File: config.mk
export PLATFORM = sky130hd
export DESIGN_NAME = qrs_fifo
export DESIGN_NICKNAME = d
export VERILOG_FILES = /design/src/qrs_pkg.sv /design/src/qrs_fifo.sv
export VERILOG_INCLUDE_DIRS = /design/src /design/src/src
export SDC_FILE = /design/constraint.sdc
export NUM_CORES = 1
export LEC_CHECK = 0
export BUFFER_PORTS_ARGS = -buffer_cell sky130_fd_sc_hd__buf_4
export CAP_MARGIN = 20
export CORE_MARGIN = 5
export CORE_UTILIZATION = 55
export CTS_CLUSTER_DIAMETER = 120
export DETAILED_ROUTE_END_ITERATION = 10
export PLACE_DENSITY = 0.74
export SKIP_LAST_GASP = 1
export SLEW_MARGIN = 15
export SYNTH_ARGS = -nofsm -noshare
export SYNTH_HDL_FRONTEND = slang
export SYNTH_SLANG_ARGS = --single-unit
File: constraint.sdc
create_clock -name i_clk -period 4.55 [get_ports i_clk]
set_clock_uncertainty 0.2 [all_clocks]
set_input_delay 0.2275 -clock i_clk [delete_from_list [all_inputs] [get_ports i_clk]]
set_output_delay 0.2275 -clock i_clk [all_outputs]
set_load 0.1 [all_outputs]
File: src/assert_macros.svh
// assertion macros shared by the solver modules
`ifndef ASSERT_MACROS_SVH
`define ASSERT_MACROS_SVH

// property must hold at every clock edge out of reset
`define QRS_ASSERT(lbl, prop, msg) \
    lbl: assert property (@(posedge i_clk) disable iff (!i_rst_n) (prop)) \
        else $error(msg);

// condition must never be seen at a clock edge out of reset
`define QRS_NEVER(lbl, cond, msg) \
    lbl: assert property (@(posedge i_clk) disable iff (!i_rst_n) !(cond)) \
        else $error(msg);

`endif

File: src/qrs_pkg.sv
// shared types and constants of the quadratic root solver
`default_nettype none

package qrs_pkg;

    // result status codes
    typedef enum logic [1:0] {
        ST_OK     = 2'd0,
        ST_NOROOT = 2'd1,
        ST_AZERO  = 2'd2
    } t_status;

    // classification that travels with each item
    typedef struct packed {
        logic    a_neg;
        logic    b_pos;
        logic    c_neg;
        t_status status;
    } t_cls;

    // queue between front and back
    localparam int QDEPTH = 8;
    localparam int QAW    = 3;
    localparam int QCW    = 4;

endpackage

`default_nettype wire

File: src/qrs_fifo.sv
// short queue that decouples the front end from the back end
`default_nettype none
`include "assert_macros.svh"

module qrs_fifo
    import qrs_pkg::*;
#(
    parameter int WIDTH = 8
) (
    input  wire logic             i_clk,
    input  wire logic             i_rst_n,
    input  wire logic             i_push,
    input  wire logic [WIDTH-1:0] i_data,
    input  wire logic             i_pop,
    output logic                  o_valid,
    output logic [WIDTH-1:0]      o_data,
    output logic [QCW-1:0]        o_level
);

    logic [WIDTH-1:0] r_mem [QDEPTH];
    logic [QAW-1:0]   r_wr, r_rd;
    logic [QCW-1:0]   r_count;
    logic             w_pop;

    assign o_valid = r_count != '0;
    assign w_pop   = i_pop && o_valid;
    assign o_data  = r_mem[r_rd];
    assign o_level = r_count;

    // pointers and fill level
    always_ff @(posedge i_clk) begin
        if (!i_rst_n) begin
            r_wr    <= '0;
            r_rd    <= '0;
            r_count <= '0;
        end else begin
            if (i_push) begin
                r_wr <= r_wr + 1'b1;
            end
            if (w_pop) begin
                r_rd <= r_rd + 1'b1;
            end
            r_count <= r_count + QCW'(i_push) - QCW'(w_pop);
        end
    end

    // storage
    always_ff @(posedge i_clk) begin
        if (i_push) begin
            r_mem[r_wr] <= i_data;
        end
    end

    `QRS_NEVER(a_no_overflow, i_push && !w_pop && r_count == QCW'(QDEPTH), "queue overflow")

endmodule

`default_nettype wire

# Word level (Yosys, flattened, before mapping)
# Memory sizes are Yosys's and may differ from the RTL's. A register that Yosys moved wholly into a read port is not among the register bits.
# Index checks and enable logic that the tools add are counted.
[word_totals] word_cells=14 latch_bits=0 out_inout_bits=13 ramBits=64 mem_bits_ro=0 n_memories=1 in_bits=12 register_bits=10
[classes] multipliers=0 bitwise=0 n_div=0 muxes=4 eq_ne=0 n_addsub=4 order_cmp=0 n_reduce_logical=2 shift=0
[mem_list] memory="r_mem" depth=8 width=8 rd=1 rd_ports_with_merged_regs=1 wr=1 line_no="qrs_fifo.sv:20" source="logic [WIDTH-1:0] r_mem [QDEPTH];"
[op_table] op="$add A3 B1 Y3 const B" n=2
[op_table] op="$mux W3" n=2
[op_table] op="$add A4 B1 Y4" n=1
[op_table] op="$reduce_bool A4 Y1" n=1
[op_table] op="$sub A4 B1 Y4" n=1
[op_table] op="$mux W1" n=2
[op_table] op="$logic_and A1 B1 Y1" n=1

# Logic depth before layout (Yosys ltp)
[logic_depth] depth_word=4 depth_mapped=10 depth_no_buf=10

# Worst setup path after synthesis
# No wires, ideal clock.
[synth_path] path_kind="register to register" startpoint="register r_count[2], in the netlist o_level[2]" endpoint="register r_count[3], in the netlist o_level[3]" period_less_slack_ps=3548 setup_time_ps=72 arrival_time_ps=3276 slack_ps=1002 n_path_buf=0 t_required_ps=4278 stages_incl_launch_ff=10 path_cell_list="dfxtp_1 > inv_1 > ha_1 > or3b_2 > nand2_1 > or2_2 > ha_1 > a21o_1 > a21oi_1 > mux2i_1"
[synth_via] elab_chain_cells=3 elab_cells_between_ends=4 classes_between="2 x add/sub; 2 x reduce/logical"
[synth_lines] element="from (decl)" line_no="qrs_fifo.sv:22" source="logic [QCW-1:0] r_count;"
[synth_lines] element="from (signal assigned)" line_no="qrs_fifo.sv:43" source="r_count <= r_count + QCW'(i_push) - QCW'(w_pop);"
[synth_lines] element="$reduce_bool A4 Y1" line_no="qrs_fifo.sv:25" source="assign o_valid = r_count != '0;"
[synth_lines] element="net o_valid" line_no="qrs_fifo.sv:15" source="output logic o_valid,"
[synth_lines] element="$logic_and A1 B1 Y1" line_no="qrs_fifo.sv:26" source="assign w_pop = i_pop && o_valid;"
[synth_lines] element="$sub A4 B1 Y4" line_no="qrs_fifo.sv:43"
# The timed path passes the listed nets, and every way through them passes these cells.
# A chain may end at the register's enable or synchronous reset.

==> results by group <==
Setup path
  • Worst EP arrival: 2.42 ns
  • Slowest CP cell: dfxtp_1
  • CP Class: register to output port
  • Worst Reg-to-Reg Cells: 9
  • Required time of the critical path: 4.12 ns
  • Number of stages on the worst setup path: 3
  • Top delay family on crit path: multiplexers
  • Critical path, cell by cell: mux4_1 > mux2_2 > buf_4
  • Worst-path fanout max: 16
  • CP endpoint kind: output port
  • Critical path buffers and inverters: 1
  • Type of origin of the critical path: register
  • Largest stage delay, worst path: 0.92 ns

Clock tree
  • Post-CTS resize count: 0
  • CTS tree: yes
  • Post-CTS Setup Bufs: 0
  • CTS root buf: clkbuf_8
  • Clock buffer depth: 2
  • Clock Sinks: 77
  • CTS clk-pin slew, worst paths: 0.07 ns
  • CTS buffer count: 9
  • H-tree depth: 3
  • Worst-skew pair later-pin latency: approximately 0.33 ns

Worst hold path
  • Hold depth: 2
  • Hold Path Class: input pin to register

Pwr
  • Int Power: 0.00121 W
  • Comb power frac: between 30% and 40%
  • Pwr Density: around 540 nW/um^2
  • Clk network pwr share: between 20 and 25%
  • Switching share of power: approximately 38%
  • Peak supply drop: roughly 0.00050 V
  • Switch Pwr: between 0.0007 and 0.0008 W
  • Sequential share of power: 44.1%
  • Pleak: approximately 1.3 nW

Yosys
  • Seq cells post-synth: 77
  • Synth Instances: between 150 and 200
  • Mapped Area: 3140 sq um
  • Seq/Total Area, Yosys: about 70%
  • Synth Warn #: 0
  • EDFF count, synth: 64
  • Mapped Nets: 184
  • Post-synth top flop: edfxtp_1
  • Yosys cell types: 27
  • Synth top area share: 61.2%
  • Post-synth top area cell: edfxtp_1
  • Post-synthesis async set-or-reset flop share: 0%
  • Syn Area/Cell: 19.0 sq um
  • Commonest cells in the netlist: edfxtp_1 (64), mux4_1 (15), dfxtp_1 (13)
  • Most numerous cell in the Yosys netlist: edfxtp_1
  • Synth top area cells: edfxtp_1 (61%), mux4_1 (13%), dfxtp_1 (8.3%)

Global route
  • Initial antenna violation count: 0
  • Total GRT Usage: between 15 and 20%
  • Largest net degree at the start of global routing: 17
  • First-pass GRT wire length: around 8600 microns
  • Overflow after GRT: 0
  • Vias in the first global route: about 1,700

Timing
  • Slew Viols, Final: 0
  • Maximum clock rate: roughly 0.35 GHz
  • Fin Setup TNS: 0 ns
  • Slew headroom: 38.3%
  • Fin. Hold Viols: 0
  • Setup violators final: 0
  • Crit path time final: about 2.8 ns
  • Period utilisation layout: 62.6%
  • Worst-margin pin slew: a little over 0.9 ns
  • RSZ-0062 raised after global routing: no

Flow run
  • Max_cap viols: 0

Placement
  • Routability cong.: just under 0.7
  • I/O Buffers: 24
  • HPWL Detailed: ~3600 microns

Finish
  • Layout Utilization: 65.2%
  • Share of layout cells above drive strength 1: between 20% and 30%
  • Area grow syn2layout: 15.1%
  • Final net count: around 220
  • Fillers: between 300 and 400
  • Final antenna diode count: 0

Die
  • Die area: ~7300 sq um
  • Core footprint: 5540 sq um
  • Die height: about 86 microns
  • Initial Util: between 50% and 60%
  • Cell Rows: 27
  • Io pins: 25
  • Die width: about 86 microns

Drt
  • Drt wl/cell: between 15 and 20 microns
  • Vias/cell: 5.54
  • DR vias: 1,558
  • Final wirelength: between 5000 and 6000 microns
  • Post-route ant nets: 0
  • DR pass1 iterations: 4
  • Initial DRC Count: 103
  • DRC Markers: 0

Status
  • Outcome: finished, final reports clean
[logic make-up (layout without fill, tap and decap cells)]
group / count (synthesis) / count (layout) / share of synthesized area, %
AOI/OAI and AO/OA: 2 / 2 / 0.398
and+or+nand+nor: 33 / 33 / 5.26
muxes: 33 / 33 / 19.0
xor gates and xnor gates: 3 / 3 / 0.837
adders and majority gates: 7 / 7 / 3.03
buffers and inverters: 10 / 54 / 1.99
DFF: 77 / 77 / 69.5
[what timing repair did]
action | 4_1_cts | 5_1_grt
hold buffers | 8 | 0
endpoints found under the hold margin | 64 | 0
setup endpoints to repair | 0 | 0
[registers in the layout, summed over array words and instances (netlist names), named ones only]
register,flops
r_mem,64
o_level,4
r_rd,3
r_wr,3
[path summary, 6_finish.rpt]
path / startpoint / to / slack [ns]
min: i_rst_n / o_level[2] / 0.02
min reg2reg: r_rd[2] / r_rd[2] / 0.30
max: register / o_data[1] / 1.70
max reg2reg: o_level[2] / o_level[3] / 2.03
[cell type report]
class,count,area [sq um],area share (%)
Clock buffer,13,139,3.84
Clock inverter,3,16.3,0.450
Inverter,4,15.0,0.416
Multi-Input combinational cell,78,896,24.8
Sequential cell,77,2180,60.4
Tap cell,72,90.1,2.49
Timing Repair Buffer,34,275,7.62
[placed cells by master, fill, tap and decap left out]
cell / n
dlygate4sd3_1: 8
nand2_1: 9
mux2i_1: 9
nor2b_1: 2
fa_1: 1
edfxtp_1: 64
ha_1: 6
dfxtp_1: 13
and2_1: 4
or2_2: 1
inv_4: 1
clkbuf_1: 4
buf_4: 26
a21oi_1: 1
clkbuf_8: 9
a21o_1: 1
clkinv_2: 2
xnor2_1: 2
or3b_2: 1
nand3_1: 1
nor3_1: 2
nand2b_1: 6
mux2_2: 8
mux4_2: 1
mux4_1: 15
nor2_1: 7
inv_1: 4
xor2_1: 1
[metal layers]
metal / global-route usage [%] / wire length [microns] / up-vias / share of wire (%)
met4: 7.05 / 74 / 0 / 1.4
met2: 28.2 / 2950 / 29 / 54
met3: 4.23 / 209 / 7 / 3.8
met5: 0 / 0 / - / 0
met1: 19.1 / 2240 / 793 / 41
li1: - / - / 729 / -
[stage by stage]
stage	hold WS, ns	cells	worst slack [ns]	instance area (sq um)	total power, W
floorplan	0.126	165	1.00	3140	0.00140
global placement	0.254	257	2.09	3380	0.00150
detailed placement	0.266	257	2.02	3380	0.00153
CTS	0.0116	281	1.67	3610	0.00195
global route	0.0206	281	1.59	3610	0.00201
finish	0.0216	281	1.70	3610	0.00194
[power by group through the flow]
stage | logic (W) | clock network (W) | registers [W]
CTS | 0.000667 | 0.000428 | 0.000855
floorplan | 0.000463 | 0 | 0.000935
finish | 0.000659 | 0.000422 | 0.000854
global route | 0.000692 | 0.000464 | 0.000859
detailed placement | 0.000660 | 0 | 0.000870
global placement | 0.000633 | 0 | 0.000866
Note: power is estimated with default switching activity, not from simulation.
